--- src/rtl/assert_macros.svh ---
// Assertion helpers shared by the RTL files.
`ifndef ASSERT_MACROS_SVH
`define ASSERT_MACROS_SVH

// Check on every rising edge outside reset.
`define ASSERT_CLK(lbl, prop, msg) \
  lbl: assert property (@(posedge clk_i) disable iff (!rst_ni) prop) else $error(msg);

// Check on every rising edge, reset included.
`define ASSERT_ALWAYS(lbl, prop, msg) \
  lbl: assert property (@(posedge clk_i) prop) else $error(msg);

`endif

--- src/rtl/utf8s_pkg.sv ---
`default_nettype none

package utf8s_pkg;

  // Byte classification masks and patterns
  localparam logic [7:0] AsciiMask  = 8'h80;
  localparam logic [7:0] Lead2Mask  = 8'hE0;
  localparam logic [7:0] Lead2Patt  = 8'hC0;
  localparam logic [7:0] Lead3Mask  = 8'hF0;
  localparam logic [7:0] Lead3Patt  = 8'hE0;
  localparam logic [7:0] Lead4Mask  = 8'hF8;
  localparam logic [7:0] Lead4Patt  = 8'hF0;
  localparam logic [7:0] ContMask   = 8'hC0;
  localparam logic [7:0] ContPatt   = 8'h80;
  localparam logic [7:0] Over2Mask  = 8'h1E;
  localparam logic [7:0] SurrLead   = 8'hED;
  localparam logic [7:0] Over3Lead  = 8'hE0;
  localparam logic [7:0] Bit5Mask   = 8'h20;
  localparam logic [7:0] Over4Lead  = 8'hF0;
  localparam logic [7:0] Over4Mask  = 8'h30;
  localparam logic [7:0] MaxLead    = 8'hF4;
  localparam logic [7:0] MaxSecond  = 8'h8F;

  // U+FFFD encoding
  localparam logic [7:0] Repl0 = 8'hEF;
  localparam logic [7:0] Repl1 = 8'hBF;
  localparam logic [7:0] Repl2 = 8'hBD;

  // Result group produced by one input word
  typedef struct packed {
    logic [3:0][7:0] data;   // data[0] goes out first
    logic [2:0]      cnt;    // 0..4 words
    logic            repl;   // whole group is a replacement character
    logic            last;   // group closes the string
  } grp_t;

endpackage

`default_nettype wire

--- src/rtl/utf8s_core.sv ---
`default_nettype none

`include "assert_macros.svh"

module utf8s_core (
  input  wire logic            clk_i,
  input  wire logic            rst_ni,
  input  wire logic            s_tvalid_i,
  output logic                 s_tready_o,
  input  wire logic [7:0]      s_tdata_i,
  input  wire logic            s_tlast_i,
  input  wire logic            grp_ready_i,
  output logic                 grp_load_o,
  output utf8s_pkg::grp_t      grp_o
);
  import utf8s_pkg::*;

  logic            in_valid_q;
  logic [7:0]      in_byte_q;
  logic            in_last_q;
  logic [2:0]      exp_q, exp_d;
  logic [1:0]      cnt_q, cnt_d;
  logic [2:0][7:0] pend_q;
  logic [2:0]      pend_we;
  logic [3:0][7:0] seq;
  logic [2:0]      lead_n;
  logic            adv;
  logic            complete;
  grp_t            grp;

  function automatic logic seq_ok(input logic [3:0][7:0] s, input logic [2:0] n);
    logic ok;
    ok = 1'b1;
    if (n >= 3'd2 && (s[1] & ContMask) != ContPatt) ok = 1'b0;
    if (n >= 3'd3 && (s[2] & ContMask) != ContPatt) ok = 1'b0;
    if (n == 3'd4 && (s[3] & ContMask) != ContPatt) ok = 1'b0;
    unique case (n)
      3'd2: if ((s[0] & Over2Mask) == 8'h00) ok = 1'b0;
      3'd3: begin
        if (s[0] == SurrLead && (s[1] & Bit5Mask) == Bit5Mask) ok = 1'b0;
        if (s[0] == Over3Lead && (s[1] & Bit5Mask) == 8'h00) ok = 1'b0;
      end
      3'd4: begin
        if (s[0] > MaxLead) ok = 1'b0;
        if (s[0] == Over4Lead && (s[1] & Over4Mask) == 8'h00) ok = 1'b0;
        if (s[0] == MaxLead && s[1] > MaxSecond) ok = 1'b0;
      end
      default: ok = 1'b0;
    endcase
    return ok;
  endfunction

  assign adv        = in_valid_q && grp_ready_i;
  assign s_tready_o = !in_valid_q || adv;

  // Assemble the complete sequence: held bytes then the current one
  always_comb begin
    seq[0] = pend_q[0];
    seq[1] = (cnt_q == 2'd1) ? in_byte_q : pend_q[1];
    seq[2] = (cnt_q == 2'd2) ? in_byte_q : pend_q[2];
    seq[3] = in_byte_q;
  end

  assign complete = (({1'b0, cnt_q} + 3'd1) >= exp_q) || (cnt_q == 2'd3);

  always_comb begin
    exp_d     = exp_q;
    cnt_d     = cnt_q;
    pend_we   = 3'b000;
    lead_n    = 3'd0;
    grp.data  = '0;
    grp.cnt   = 3'd0;
    grp.repl  = 1'b0;
    grp.last  = in_last_q;
    if (exp_q == 3'd0) begin
      priority if ((in_byte_q & AsciiMask) == 8'h00) begin
        grp.data[0] = in_byte_q;
        grp.cnt     = 3'd1;
      end else if ((in_byte_q & Lead2Mask) == Lead2Patt) begin
        lead_n = 3'd2;
      end else if ((in_byte_q & Lead3Mask) == Lead3Patt) begin
        lead_n = 3'd3;
      end else if ((in_byte_q & Lead4Mask) == Lead4Patt) begin
        lead_n = 3'd4;
      end else begin
        grp.repl = 1'b1;
      end
      if (lead_n != 3'd0) begin
        if (in_last_q) begin
          grp.repl = 1'b1;
        end else begin
          pend_we[0] = 1'b1;
          cnt_d      = 2'd1;
          exp_d      = lead_n;
        end
      end
    end else if (complete) begin
      if (seq_ok(seq, exp_q)) begin
        grp.data = seq;
        grp.cnt  = exp_q;
      end else begin
        grp.repl = 1'b1;
      end
      exp_d = 3'd0;
      cnt_d = 2'd0;
    end else begin
      // hold the byte and wait for the rest of the sequence
      pend_we[0] = (cnt_q == 2'd0);
      pend_we[1] = (cnt_q == 2'd1);
      pend_we[2] = (cnt_q == 2'd2);
      cnt_d      = cnt_q + 2'd1;
      if (in_last_q) begin
        grp.repl = 1'b1;
        exp_d    = 3'd0;
        cnt_d    = 2'd0;
      end
    end
    if (grp.repl) begin
      grp.data = {8'h00, Repl2, Repl1, Repl0};
      grp.cnt  = 3'd3;
    end
  end

  assign grp_o      = grp;
  assign grp_load_o = adv && (grp.cnt != 3'd0);

  always_ff @(posedge clk_i or negedge rst_ni) begin
    if (!rst_ni) begin
      in_valid_q <= 1'b0;
      exp_q      <= 3'd0;
      cnt_q      <= 2'd0;
    end else begin
      if (s_tready_o) begin
        in_valid_q <= s_tvalid_i;
      end
      if (adv) begin
        exp_q <= exp_d;
        cnt_q <= cnt_d;
      end
    end
  end

  always_ff @(posedge clk_i) begin
    if (s_tready_o && s_tvalid_i) begin
      in_byte_q <= s_tdata_i;
      in_last_q <= s_tlast_i;
    end
    for (int i = 0; i < 3; i++) begin
      if (adv && pend_we[i]) begin
        pend_q[i] <= in_byte_q;
      end
    end
  end

  `ASSERT_ALWAYS(a_idle_empty, (exp_q == 3'd0) |-> (cnt_q == 2'd0), "count without open sequence")
  `ASSERT_CLK(a_open_short, (exp_q != 3'd0) |-> ((cnt_q != 2'd0) && ({1'b0, cnt_q} < exp_q)), "held count out of range")

endmodule

`default_nettype wire

--- src/rtl/utf8s_serial.sv ---
`default_nettype none

`include "assert_macros.svh"

module utf8s_serial (
  input  wire logic            clk_i,
  input  wire logic            rst_ni,
  input  wire logic            grp_load_i,
  input  utf8s_pkg::grp_t      grp_i,
  output logic                 grp_ready_o,
  output logic                 m_tvalid_o,
  input  wire logic            m_tready_i,
  output logic [7:0]           m_tdata_o,
  output logic                 m_tlast_o,
  output logic [1:0]           m_tuser_o
);
  import utf8s_pkg::*;

  grp_t       grp_q;
  logic       grp_valid_q;
  logic [1:0] idx_q;
  logic       at_end;
  logic       take;

  assign at_end      = (({1'b0, idx_q} + 3'd1) == grp_q.cnt);
  assign take        = grp_valid_q && m_tready_i;
  assign grp_ready_o = !grp_valid_q || (m_tready_i && at_end);

  assign m_tvalid_o = grp_valid_q;
  assign m_tdata_o  = grp_q.data[idx_q];
  assign m_tlast_o  = at_end && grp_q.last;
  assign m_tuser_o  = {grp_q.repl, at_end};

  always_ff @(posedge clk_i or negedge rst_ni) begin
    if (!rst_ni) begin
      grp_valid_q <= 1'b0;
      idx_q       <= 2'd0;
    end else begin
      if (grp_load_i) begin
        grp_valid_q <= 1'b1;
        idx_q       <= 2'd0;
      end else if (take && at_end) begin
        grp_valid_q <= 1'b0;
      end else if (take) begin
        idx_q <= idx_q + 2'd1;
      end
    end
  end

  always_ff @(posedge clk_i) begin
    if (grp_load_i) begin
      grp_q <= grp_i;
    end
  end

  `ASSERT_CLK(a_load_free, grp_load_i |-> grp_ready_o, "group overwritten before drained")
  `ASSERT_CLK(a_idx_range, grp_valid_q |-> (({1'b0, idx_q} < grp_q.cnt) && (grp_q.cnt <= 3'd4)), "word index beyond group")

endmodule

`default_nettype wire

--- src/rtl/utf8_sanitizer.sv ---
`default_nettype none

// Channel   Dir  Handshake               Payload
// s_axis    in   tvalid/tready           tdata = in_byte, tlast = in_last
// m_axis    out  tvalid/tready           tdata = out_byte, tlast = string_last,
//                                        tuser = {was_replaced, run_last}
//
// An input word is registered, classified and, when it completes a sequence,
// checked; a non-empty group of up to 4 output words is loaded into the result
// register once it is free and drained one word per cycle while m_axis is ready.
// Sustained rate: one input word per cycle while each word yields at most one
// output word and m_axis is ready; a group of more words holds the input side
// until its last word is taken.
// Reset is asynchronous, active low, and leaves no sequence open.
// A stall on m_axis holds the result register and, once it is due to stay
// full, the input register and s_axis tready.

module utf8_sanitizer (
  input  wire logic       clk_i,
  input  wire logic       rst_ni,
  input  wire logic       s_axis_tvalid_i,
  output logic            s_axis_tready_o,
  input  wire logic [7:0] s_axis_tdata_i,   // [7:0] in_byte
  input  wire logic       s_axis_tlast_i,
  output logic            m_axis_tvalid_o,
  input  wire logic       m_axis_tready_i,
  output logic [7:0]      m_axis_tdata_o,   // [7:0] out_byte
  output logic            m_axis_tlast_o,
  output logic [1:0]      m_axis_tuser_o    // [0] run_last, [1] was_replaced
);
  import utf8s_pkg::*;

  grp_t grp;
  logic grp_load;
  logic grp_ready;

  // Decode and sequence tracking
  utf8s_core u_core (
    .clk_i       (clk_i),
    .rst_ni      (rst_ni),
    .s_tvalid_i  (s_axis_tvalid_i),
    .s_tready_o  (s_axis_tready_o),
    .s_tdata_i   (s_axis_tdata_i),
    .s_tlast_i   (s_axis_tlast_i),
    .grp_ready_i (grp_ready),
    .grp_load_o  (grp_load),
    .grp_o       (grp)
  );

  // Result register: drain one word per handshake
  utf8s_serial u_serial (
    .clk_i       (clk_i),
    .rst_ni      (rst_ni),
    .grp_load_i  (grp_load),
    .grp_i       (grp),
    .grp_ready_o (grp_ready),
    .m_tvalid_o  (m_axis_tvalid_o),
    .m_tready_i  (m_axis_tready_i),
    .m_tdata_o   (m_axis_tdata_o),
    .m_tlast_o   (m_axis_tlast_o),
    .m_tuser_o   (m_axis_tuser_o)
  );

endmodule

`default_nettype wire

--- config.mk ---
export PLATFORM = sky130hd
export DESIGN_NAME = utf8_sanitizer
export DESIGN_NICKNAME = d
export VERILOG_FILES = /design/src/rtl/utf8s_pkg.sv /design/src/rtl/utf8s_core.sv /design/src/rtl/utf8s_serial.sv /design/src/rtl/utf8_sanitizer.sv
export VERILOG_INCLUDE_DIRS = /design/src /design/src/rtl
export SDC_FILE = /design/constraint.sdc
export NUM_CORES = 1
export LEC_CHECK = 0
export BUFFER_PORTS_ARGS = -buffer_cell sky130_fd_sc_hd__buf_2
export CORE_AREA = 4 4 150 94
export DETAILED_ROUTE_END_ITERATION = 10
export DIE_AREA = 0 0 154 98
export PLACE_DENSITY_LB_ADDON = 0.3
export SYNTH_ARGS = -nofsm -noshare
export SYNTH_HDL_FRONTEND = slang
export SYNTH_SLANG_ARGS = --single-unit
export TNS_END_PERCENT = 1
--- constraint.sdc ---
create_clock -name clk_i -period 5.3 [get_ports clk_i]
set_clock_uncertainty 0.1 [all_clocks]
set_input_delay 0.795 -clock clk_i [delete_from_list [all_inputs] [get_ports clk_i]]
set_output_delay 0.795 -clock clk_i [all_outputs]
set_load 0.03 [all_outputs]
==> run metrics, run 1 <==
post_cts resized=0; RSZ-0062 raised after global routing=no; WS Path Type=reg2reg; met2 wire length=3000 um; area growth from synthesis to layout=14.5%; FF-to-FF End=u_serial.grp_q[5]; Max Root-Sink Buffers=2; Pre-antenna DRT Iters=4; Overflow after GRT=0; Post-Syn Nets=290; Final HPWL DP=between 5000 and 6000 um; setup violators final=0; TNS Setup=0 ns; Buffers on Ports=25; GR Util All Layers=11.2%; fmax=roughly 0.29 GHz; Initial Util=approximately 30%; YS warnings=0; placer congestion estimate=0.798; Synth Flop Type=edfxtp_1; largest net degree at the start of global routing=40; Max Slew Vio Count=0; min-delay worst type=in2async; initial antenna violation count=0; number of global-route vias before repair=approximately 2100; Post-Route WL=7810 um; # DRC=0; post-DR vias/cell=4.70; max_slew headroom=30.7%; I/O pin count=26; Required @ worst endpoint=5.22 ns; Max Cap Violations=0; minimum clock period after layout=around 3.5 ns; die area=roughly 15000 sq um; Total Nets Final=314; num rows=32; cells on worst reg2reg path=7; CP Capture Type=flop; Initial DRC Count=124; leakage power=1.53 nW; Skew-Pair Late Insertion Delay=0.33 ns; synthesized cell area=approximately 3800 sq um; Pwr per Cell Area=666 nW/um^2; Ant. Diodes=0; Unique masters post-synth=54; post-CTS setup buffers=0; Setup crit start kind=flop; clk sinks=approximately 80; Final Hold Viols=0; Clock Tree Root=clkbuf_16; DR WL/cell=16.7 um; first-pass GRT wire length=12800 um; WP data arrival=3.41 ns; # hold bufs at CTS=0; die height=a little under 100 um; register area=2330 sq um; status=finished clean; Final Cycle Share=roughly two thirds; core box area=12700 sq um; number of CTS-inserted buffers=9; Die X=between 150 and 200 um; Synth Instances=approximately 270; top layer in use=met4; post-route ant nets=0; H-tree depth=3; reg-to-reg slack, setup=1.82 ns; area of the multi-input gates=between 1000 and 1500 sq um; fill cell count=1235; Avg Cell Area, Syn=between 10 and 15 sq um; TritonCTS clock tree=done; final core utilization=34.0%; EDFF count, synth=70; Reg clk slew, reported paths=0.06 ns; R2R Path Start=u_core.cnt_q[0]; met1 WL=4200 um; Yosys reg bits=79; layout cells sized above 1=a little over a fifth; Worst-Margin Slew=1.04 ns; worst-path fanout max=22; Post-synth ARST share=11.4%; register area share after synthesis=61.8%; maximum vdd ir drop=0.254 mV; vias=roughly 2200; routed wl met3=approximately 550 um
## logic make-up after synthesis
logic type,share of synthesized area (%)
xor gates and xnor gates,0.930
buffers and inverters,4.22
and+or+nand+nor,9.83
adders and majority gates,2.66
DFF,61.8
AOI/OAI and AO/OA,11.2
other,0.0995
muxes,9.30
## state kept, by name (all words and copies together), names as in the netlist
register,cells
u_serial.idx_q,2
u_core.in_valid_q,1
u_serial.grp_q,36
u_core.exp_q,3
u_core.pend_q,24
u_serial.m_tvalid_o,1
u_core.in_byte_q,8
u_core.cnt_q,2
u_serial.m_tuser_o,1
u_core.in_last_q,1
## cells in the mapped netlist, types with 3 or more instances
cell type | number | area [sq um]
a21oi_1 | 15 | 75.1
a21oi_2 | 5 | 43.8
a22oi_2 | 5 | 62.6
a31oi_1 | 3 | 18.8
and2_1 | 11 | 68.8
and3_1 | 3 | 18.8
buf_2 | 4 | 20.0
buf_4 | 3 | 22.5
buf_6 | 4 | 45.0
dfrtp_1 | 9 | 225
edfxtp_1 | 70 | 2100
ha_1 | 8 | 100
inv_1 | 14 | 52.6
mux2i_1 | 17 | 170
mux4_2 | 8 | 180
nand2_1 | 18 | 67.6
nor2_1 | 11 | 41.3
nor2b_1 | 3 | 18.8
nor3_1 | 4 | 20.0
o21ai_1 | 7 | 35.0
or3_1 | 4 | 25.0
## metal layers
metal  track usage, %  vias up
met5                0        -
met4             3.05        0
met3             3.81        8
met2             13.6       64
met1             18.2     1064
li1                 -     1057
## area by class of cell
type                       count  share of cell area (%)
clock buffer                  10                    5.31
clock inverter                 5                    1.16
inverter                      16                    1.39
multi-input combinational    160                    30.0
sequential                    79                    54.0
tap                          170                    4.93
timing repair buffer          27                    3.25
## layout by cell type (no fill, tap or decap), types with 3 or more instances in the layout
cell,Yosys,routed
edfxtp_1,70,70
buf_2,4,25
nand2_1,18,18
mux2i_1,17,17
a21oi_1,15,15
inv_1,14,14
nor2_1,11,11
and2_1,11,11
clkbuf_16,0,9
dfrtp_1,9,9
mux4_2,8,8
ha_1,8,8
o21ai_1,7,7
a21oi_2,5,5
a22oi_2,5,5
or3_1,4,4
nor3_1,4,4
nor2b_1,3,3
a31oi_1,3,3
and3_1,3,3
## per-stage QoR
| step | cells | hold slack [ns] | setup slack (ns) | total power (W) | area (sq um) |
|---|---|---|---|---|---|
| floorplan | 269 | 0.358 | 0.946 | 0.00201 | 3770 |
| global placement | 452 | 0.446 | 1.97 | 0.00230 | 4030 |
| detailed placement | 452 | 0.439 | 1.79 | 0.00233 | 4030 |
| CTS | 467 | 0.218 | 1.80 | 0.00291 | 4310 |
| global route | 467 | 0.227 | 1.65 | 0.00307 | 4310 |
| finish | 467 | 0.217 | 1.82 | 0.00287 | 4310 |
## power breakdown
group / leakage (nW) / switching (W) / internal [W] / total [W]
clock: 0.133 / 0.000219 / 0.000357 / 0.000577
sequential: 0.742 / 0.000170 / 0.000960 / 0.00113
combinational: 0.657 / 0.000735 / 0.000429 / 0.00116
## worst max-delay path by stage
stage	endpoint	slack (ns)	depth (start not counted)	from
final	u_serial.grp_q[5]	1.82	7	u_core.cnt_q[0]
after detailed placement	u_serial.grp_q[5]	1.79	7	u_core.cnt_q[0]
after CTS	u_serial.grp_q[5]	1.80	7	u_core.cnt_q[0]
after global placement	u_serial.grp_q[5]	1.97	7	u_core.cnt_q[0]
after global routing	u_serial.grp_q[5]	1.65	7	u_core.cnt_q[0]
after floorplan	u_serial.grp_q[0]	0.95	6	u_core.cnt_q[0]
## worst max-delay path: stages, from the launching register on
cell	delay [ns]
dfrtp_1	0.40
inv_1	0.11
ha_1	0.33
ha_1	0.28
a2111o_1	0.43
a211oi_2	0.49
or2_1	0.87
a22oi_1	0.16
No activity file was read; power rests on OpenSTA's default activity.
==> run 2: changes to the inputs <==
==> constraint.sdc (replaced) <==
create_clock -name clk_i -period 3.3 [get_ports clk_i]
set_clock_uncertainty 0.1 [all_clocks]
set_input_delay 0.495 -clock clk_i [delete_from_list [all_inputs] [get_ports clk_i]]
set_output_delay 0.495 -clock clk_i [all_outputs]
set_load 0.03 [all_outputs]
==> run 2 against run 1 <==
  * Final cell count rose by 2.1%
  * Clock-buffer cell count fell by 1
  * Routed wire length rose by 1.2%
  * Hold slack improved by 0.017 ns
  * Clock power rose by 73%
  * Sequential share of layout area fell by 1.5 points
  * Global-route usage rose by 0.13 points
  * Design area rose by 2.8%
  * Register-to-register slack got worse by 1.4 ns
  * Setup slack got worse by 1.4 ns
  * Total power rose by 66%
  * First-iteration DRC count rose by 59%
  * Critical endpoint unchanged
==> run metrics, run 2 (synthesis results as in run 1) <==
status=finished clean; Max Cap Violations=0 (unchanged); number of global-route vias before repair=2247 (+4.6%); post-route ant nets=0 (unchanged); first-pass GRT wire length=13100 um (+2.7%); post-DR vias/cell=4.77 (+1.7%); placer congestion estimate=0.831 (+4.1%); post-CTS setup buffers=0 (unchanged); num rows=32 (unchanged); die area=15100 sq um (unchanged); Die X=154 um (unchanged); number of CTS-inserted buffers=9 (unchanged); Total Nets Final=323 (+2.9%); area growth from synthesis to layout=17.7%; max FFs per register=36 (unchanged); core box area=12700 sq um (unchanged); CP max-delay cell=ha_1; Initial DRC Count=197 (+59%); vias=2277 (+3.8%); min-delay worst type=in2reg; worst-path fanout max=34 (+55%); initial antenna violation count=0 (unchanged); WS Path Type=reg2reg; Reg clk slew, reported paths=0.06 ns (about the same); fmax=0.343 GHz (+20%); CP Cell Sequence=inv_1, ha_1, nor3_1, a211o_1, a311o_1, a2111oi_4, buf_12, a22oi_1; maximum vdd ir drop=0.350 mV (+38%); clk sinks=79 (unchanged); max_slew headroom=59.6% (+29 points); Final Cycle Share=88.3% (+23 points); crit path from=u_core.cnt_q[1]; GR Util All Layers=11.3% (+0.13 points); Pre-antenna DRT Iters=4 (unchanged); layout cells sized above 1=24.4% (+3.2 points); cells on worst reg2reg path=8 (+1); largest net degree at the start of global routing=40 (unchanged); slowest stage delay, CP=0.54 ns (-0.33 ns); Max Root-Sink Buffers=2 (unchanged); DR WL/cell=16.6 um (-0.96%); Initial Util=29.7% (unchanged); Setup crit start kind=flop; WHS Endpoint=u_core.in_byte_q[6]; Clock Tree Root=clkbuf_16; setup violators final=0 (unchanged); Post-Route WL=7900 um (+1.2%); I/O pin count=26 (unchanged); reg-to-reg slack, setup=0.39 ns (-1.43 ns); Buffers on Ports=25 (unchanged); Final Hold Viols=0 (unchanged); TritonCTS clock tree=done; Largest regs=u_serial.grp_q x36, u_core.pend_q x24, u_core.in_byte_q x8; minimum clock period after layout=2.91 ns (-0.570 ns); Final HPWL DP=5560 um (-0.98%); H-tree depth=3 (unchanged); fill cell count=1239 (+0.32%); worst min-delay path startpoint=s_axis_tdata_i[6]; Required @ worst endpoint=3.27 ns (-1.95 ns); CP Capture Type=flop; final core utilization=34.9% (+0.97 points); Overflow after GRT=0 (unchanged); Largest Register=u_serial.grp_q; RSZ-0062 raised after global routing=no; TNS Setup=0 ns (unchanged); Max Slew Vio Count=0 (unchanged); # DRC=0 (unchanged); die height=98 um (unchanged); R2R Path Start=u_core.cnt_q[1]; leakage power=1.59 nW (+3.7%); Pwr per Cell Area=1070 nW/um^2 (+61%); Ant. Diodes=0 (unchanged); most frequent cells in the layout=70 x edfxtp_1, 25 x buf_2, 18 x nand2_1; Skew-Pair Late Insertion Delay=0.34 ns (about the same); most common cell after layout, fill and taps aside=edfxtp_1; FF-to-FF End=u_serial.grp_q[5]; hold depth=1; WP data arrival=2.88 ns (-0.53 ns); Worst-Margin Slew=0.602 ns (-0.437 ns)
## run 2: final cells by class
class	count	area, sq um	area share (%)
inverter	16	60.1	1.35
tap	170	213	4.80
clock inverter	7	81.3	1.83
timing repair buffer	36	235	5.30
sequential	79	2330	52.5
multi-input combinational	160	1290	29.2
clock buffer	9	225	5.08
## run 2: repair_timing
action | in CTS | in global routing
hold endpoints to repair | 9 | 0
hold buffers | 1 | 0
resized for setup | 0 | 0
## run 2: how the worst max path moves through the flow
stage                              endpoint  slack, ns  cells after the start
final                     u_serial.grp_q[5]       0.39                      8
after global routing      u_serial.grp_q[2]       0.20                      8
after CTS                 u_serial.grp_q[5]       0.38                      8
after detailed placement  u_serial.grp_q[5]       0.39                      8
after global placement    u_serial.grp_q[5]       0.49                      8
after floorplan           u_serial.grp_q[0]       0.06                      4
## run 2: where the power goes
group          total, W  switching, W  internal [W]
sequential      0.00175      0.000210       0.00154
clock           0.00100      0.000410      0.000594
combinational   0.00201       0.00125      0.000760
total           0.00477       0.00187       0.00289
## run 2: worst max-delay path: cells and delay by family (launching register included)
family | cells | cell delay, ns
AO/OA/AOI/OAI | 4 | 1.13
AND/OR/NAND/NOR | 1 | 0.13
adder cells (fa/ha/maj) | 1 | 0.54
buffers and inverters | 2 | 0.33
flip-flops | 1 | 0.41
## run 2: stage by stage
stage | hold slack, ns | instances | total power, W | area [sq um] | setup WS, ns
CTS | 0.223 | 477 | 0.00482 | 4440 | 0.376
floorplan | 0.0994 | 269 | 0.00324 | 3780 | 0.0631
detailed placement | 0.272 | 460 | 0.00380 | 4120 | 0.390
global placement | 0.268 | 460 | 0.00377 | 4120 | 0.488
finish | 0.234 | 477 | 0.00477 | 4440 | 0.385
global route | 0.219 | 477 | 0.00510 | 4440 | 0.198
## run 2: layer usage
metal / track usage, % / vias up / part of all wire, %
li1: - / 1082 / -
met3: 3.32 / 12 / 6.0
met4: 3.93 / 0 / 1.8
met2: 14.0 / 64 / 37
met5: 0 / - / 0
met1: 18.2 / 1119 / 55
==> run 3: changes to the inputs <==
==> constraint.sdc (replaced) <==
create_clock -name clk_i -period 3.15 [get_ports clk_i]
set_clock_uncertainty 0.1 [all_clocks]
set_input_delay 0.4725 -clock clk_i [delete_from_list [all_inputs] [get_ports clk_i]]
set_output_delay 0.4725 -clock clk_i [all_outputs]
set_load 0.03 [all_outputs]
==> run 3 against run 2 <==
  * Maximum frequency is 0.52% lower
  * Sequential share of layout area is 0.12 points higher
  * Via count is 1.8% lower
  * Clock power hardly changed
  * Highest routed layer unchanged
  * First-iteration DRC count is 7.6% higher
  * Sequential power is 5% higher
  * Largest cell class unchanged
  * Non-clock buffer count is 1 higher
  * Final cell count is 0.21% higher
  * Critical endpoint unchanged
  * Critical path depth is 1 lower
  * Clock-buffer cell count is 1 higher
  * Design area is 0.23% lower
==> run metrics, run 3 (synthesis results as in run 1) <==
WS Path Type=reg2reg; RSZ-0062 raised after global routing=no; max_slew headroom=59.4% (-0.13 points); leakage power=1.59 nW (+0.27%); post-CTS setup buffers=0 (unchanged); Worst-Margin Slew=0.604 ns (+0.00201 ns); number of CTS-inserted buffers=9 (unchanged); Final Hold Viols=0 (unchanged); area growth from synthesis to layout=17.5%; Initial Util=29.7% (unchanged); Overflow after GRT=0 (unchanged); most frequent cells in the layout=70 x edfxtp_1, 25 x buf_2, 18 x nand2_1; Skew-Pair Late Insertion Delay=0.34 ns (about the same); first-pass GRT wire length=13600 um (+3.6%); Crit path buffers/inverters=2 (unchanged); setup slack after layout=0.220 ns (-0.165 ns); worst-path fanout max=34 (unchanged); largest net degree at the start of global routing=40 (unchanged); slowest stage delay, CP=0.55 ns (about the same); H-tree depth=3 (unchanged); crit path from=u_core.cnt_q[1]; Final Cycle Share=93.0% (+4.7 points); initial antenna violation count=0 (unchanged); fmax=0.341 GHz (-0.52%); WHS=0.207 ns (-0.0274 ns); Setup WS pre-CTS=0.240 ns (-0.150 ns); post_cts resized=0 (unchanged); design area=4430 sq um (-0.23%); Largest Register=u_serial.grp_q; Ant. Diodes=0 (unchanged); Reg clk slew, reported paths=0.06 ns (about the same); num rows=32 (unchanged); Pre-antenna DRT Iters=4 (unchanged); DR WL/cell=17.3 um (+4.2%); Required @ worst endpoint=3.12 ns (-0.15 ns); max FFs per register=36 (unchanged); Max Root-Sink Buffers=2 (unchanged); area of the multi-input gates=1290 sq um (unchanged); FF-to-FF End=u_serial.grp_q[5]; Final HPWL DP=5700 um (+2.6%); vias=2235 (-1.8%); Initial DRC Count=212 (+7.6%); CP Cell Sequence=inv_1, ha_1, o311ai_0, a311o_1, a2111oi_4, buf_12, a22oi_1; WP data arrival=2.90 ns (+0.02 ns); post-DR vias/cell=4.68 (-2.0%); GR Util All Layers=11.9% (+0.59 points); CP Capture Type=flop; non-filler instance count after layout=478 (+0.21%); reg-to-reg slack, setup=0.22 ns (-0.17 ns); layout cells sized above 1=24.0% (-0.40 points); placed cell count=461 (+0.22%); die height=98 um (unchanged); post-route ant nets=0 (unchanged); # DRC=0 (unchanged); CP max-delay cell=ha_1; setup violators final=0 (unchanged); cells on worst reg2reg path=7 (-1); die area=15100 sq um (unchanged); fill cell count=1234 (-0.40%); Max Slew Vio Count=0 (unchanged); Pwr per Cell Area=1130 nW/um^2 (+4.8%); clk sinks=79 (unchanged); minimum clock period after layout=2.93 ns (+0.0151 ns); Total Nets Final=324 (+0.31%); TritonCTS clock tree=done; Worst path top cell family by delay=compound AO/OA/AOI/OAI gates; Critical Path End=u_serial.grp_q[5]; most common cell after layout, fill and taps aside=edfxtp_1; DP Area=4130 sq um (+0.18%); R2R Path Start=u_core.cnt_q[1]; Post-Route WL=8250 um (+4.4%); Max Cap Violations=0 (unchanged); min-delay worst type=in2reg; CP Depth=7 (-1); register area=2330 sq um (unchanged); placer congestion estimate=0.804 (-3.2%); Die X=154 um (unchanged); core box area=12700 sq um (unchanged); I/O pin count=26 (unchanged); Setup crit start kind=flop; maximum vdd ir drop=0.358 mV (+2.5%); Buffers on Ports=25 (unchanged); number of global-route vias before repair=2298 (+2.3%); Largest regs=u_serial.grp_q x36, u_core.pend_q x24, u_core.in_byte_q x8; Clock Tree Root=clkbuf_16; status=finished clean
[run 3: repair_timing]
action                     CTS  global route
hold buffers                 1             0
hold endpoints to repair     9             0
setup endpoints to repair    0             0
[run 3: worst reg2reg max path, stage by stage, from the launching register on]
cell and delay [ns]:
dfrtp_1 0.41, inv_1 0.09, ha_1 0.55, o311ai_0 0.30, a311o_1 0.44, a2111oi_4 0.41, buf_12 0.24, a22oi_1 0.13
[run 3: final cells by class]
type	count	share of cell area, %
clock buffer	10	5.17
inverter	16	1.36
clock inverter	6	1.36
sequential	79	52.6
tap	170	4.81
timing repair buffer	37	5.48
multi-input combinational	160	29.2
[run 3: worst min path at each step]
| stage | start | end | slack (ns) | cells after the start |
|---|---|---|---|---|
| 2_1_floorplan | rst_ni | u_core.cnt_q[0] | 0.08 | 0 |
| 3_3_place_gp | rst_ni | u_core.in_valid_q | 0.25 | 1 |
| 3_5_place_dp | rst_ni | u_core.in_valid_q | 0.26 | 1 |
| 4_1_cts | s_axis_tdata_i[6] | u_core.in_byte_q[6] | 0.20 | 1 |
| 5_1_grt | s_axis_tdata_i[4] | u_core.in_byte_q[4] | 0.20 | 1 |
| 6_report | s_axis_tdata_i[7] | u_core.in_byte_q[7] | 0.21 | 1 |
[run 3: through the flow]
stage	power [W]	utilization, %	TNS, ns
final	0.00498	34.9	0
after global routing	0.00533	34.9	0
after CTS	0.00505	34.9	0
after detailed placement	0.00401	32.5	0
after global placement	0.00396	32.5	0
after floorplan	0.00340	-	-3.21
[run 3: report_power, final]
part	switching, W	internal [W]	leakage, nW
Combinational	0.00132	0.000803	0.712
Sequential	0.000228	0.00161	0.742
Clock	0.000407	0.000611	0.140
[run 3: layer usage]
layer  global-route usage, %  routed length, um
met1                    19.0               4410
met2                    14.9               3230
met3                    3.90                509
met4                    3.46                102
met5                       0                  0
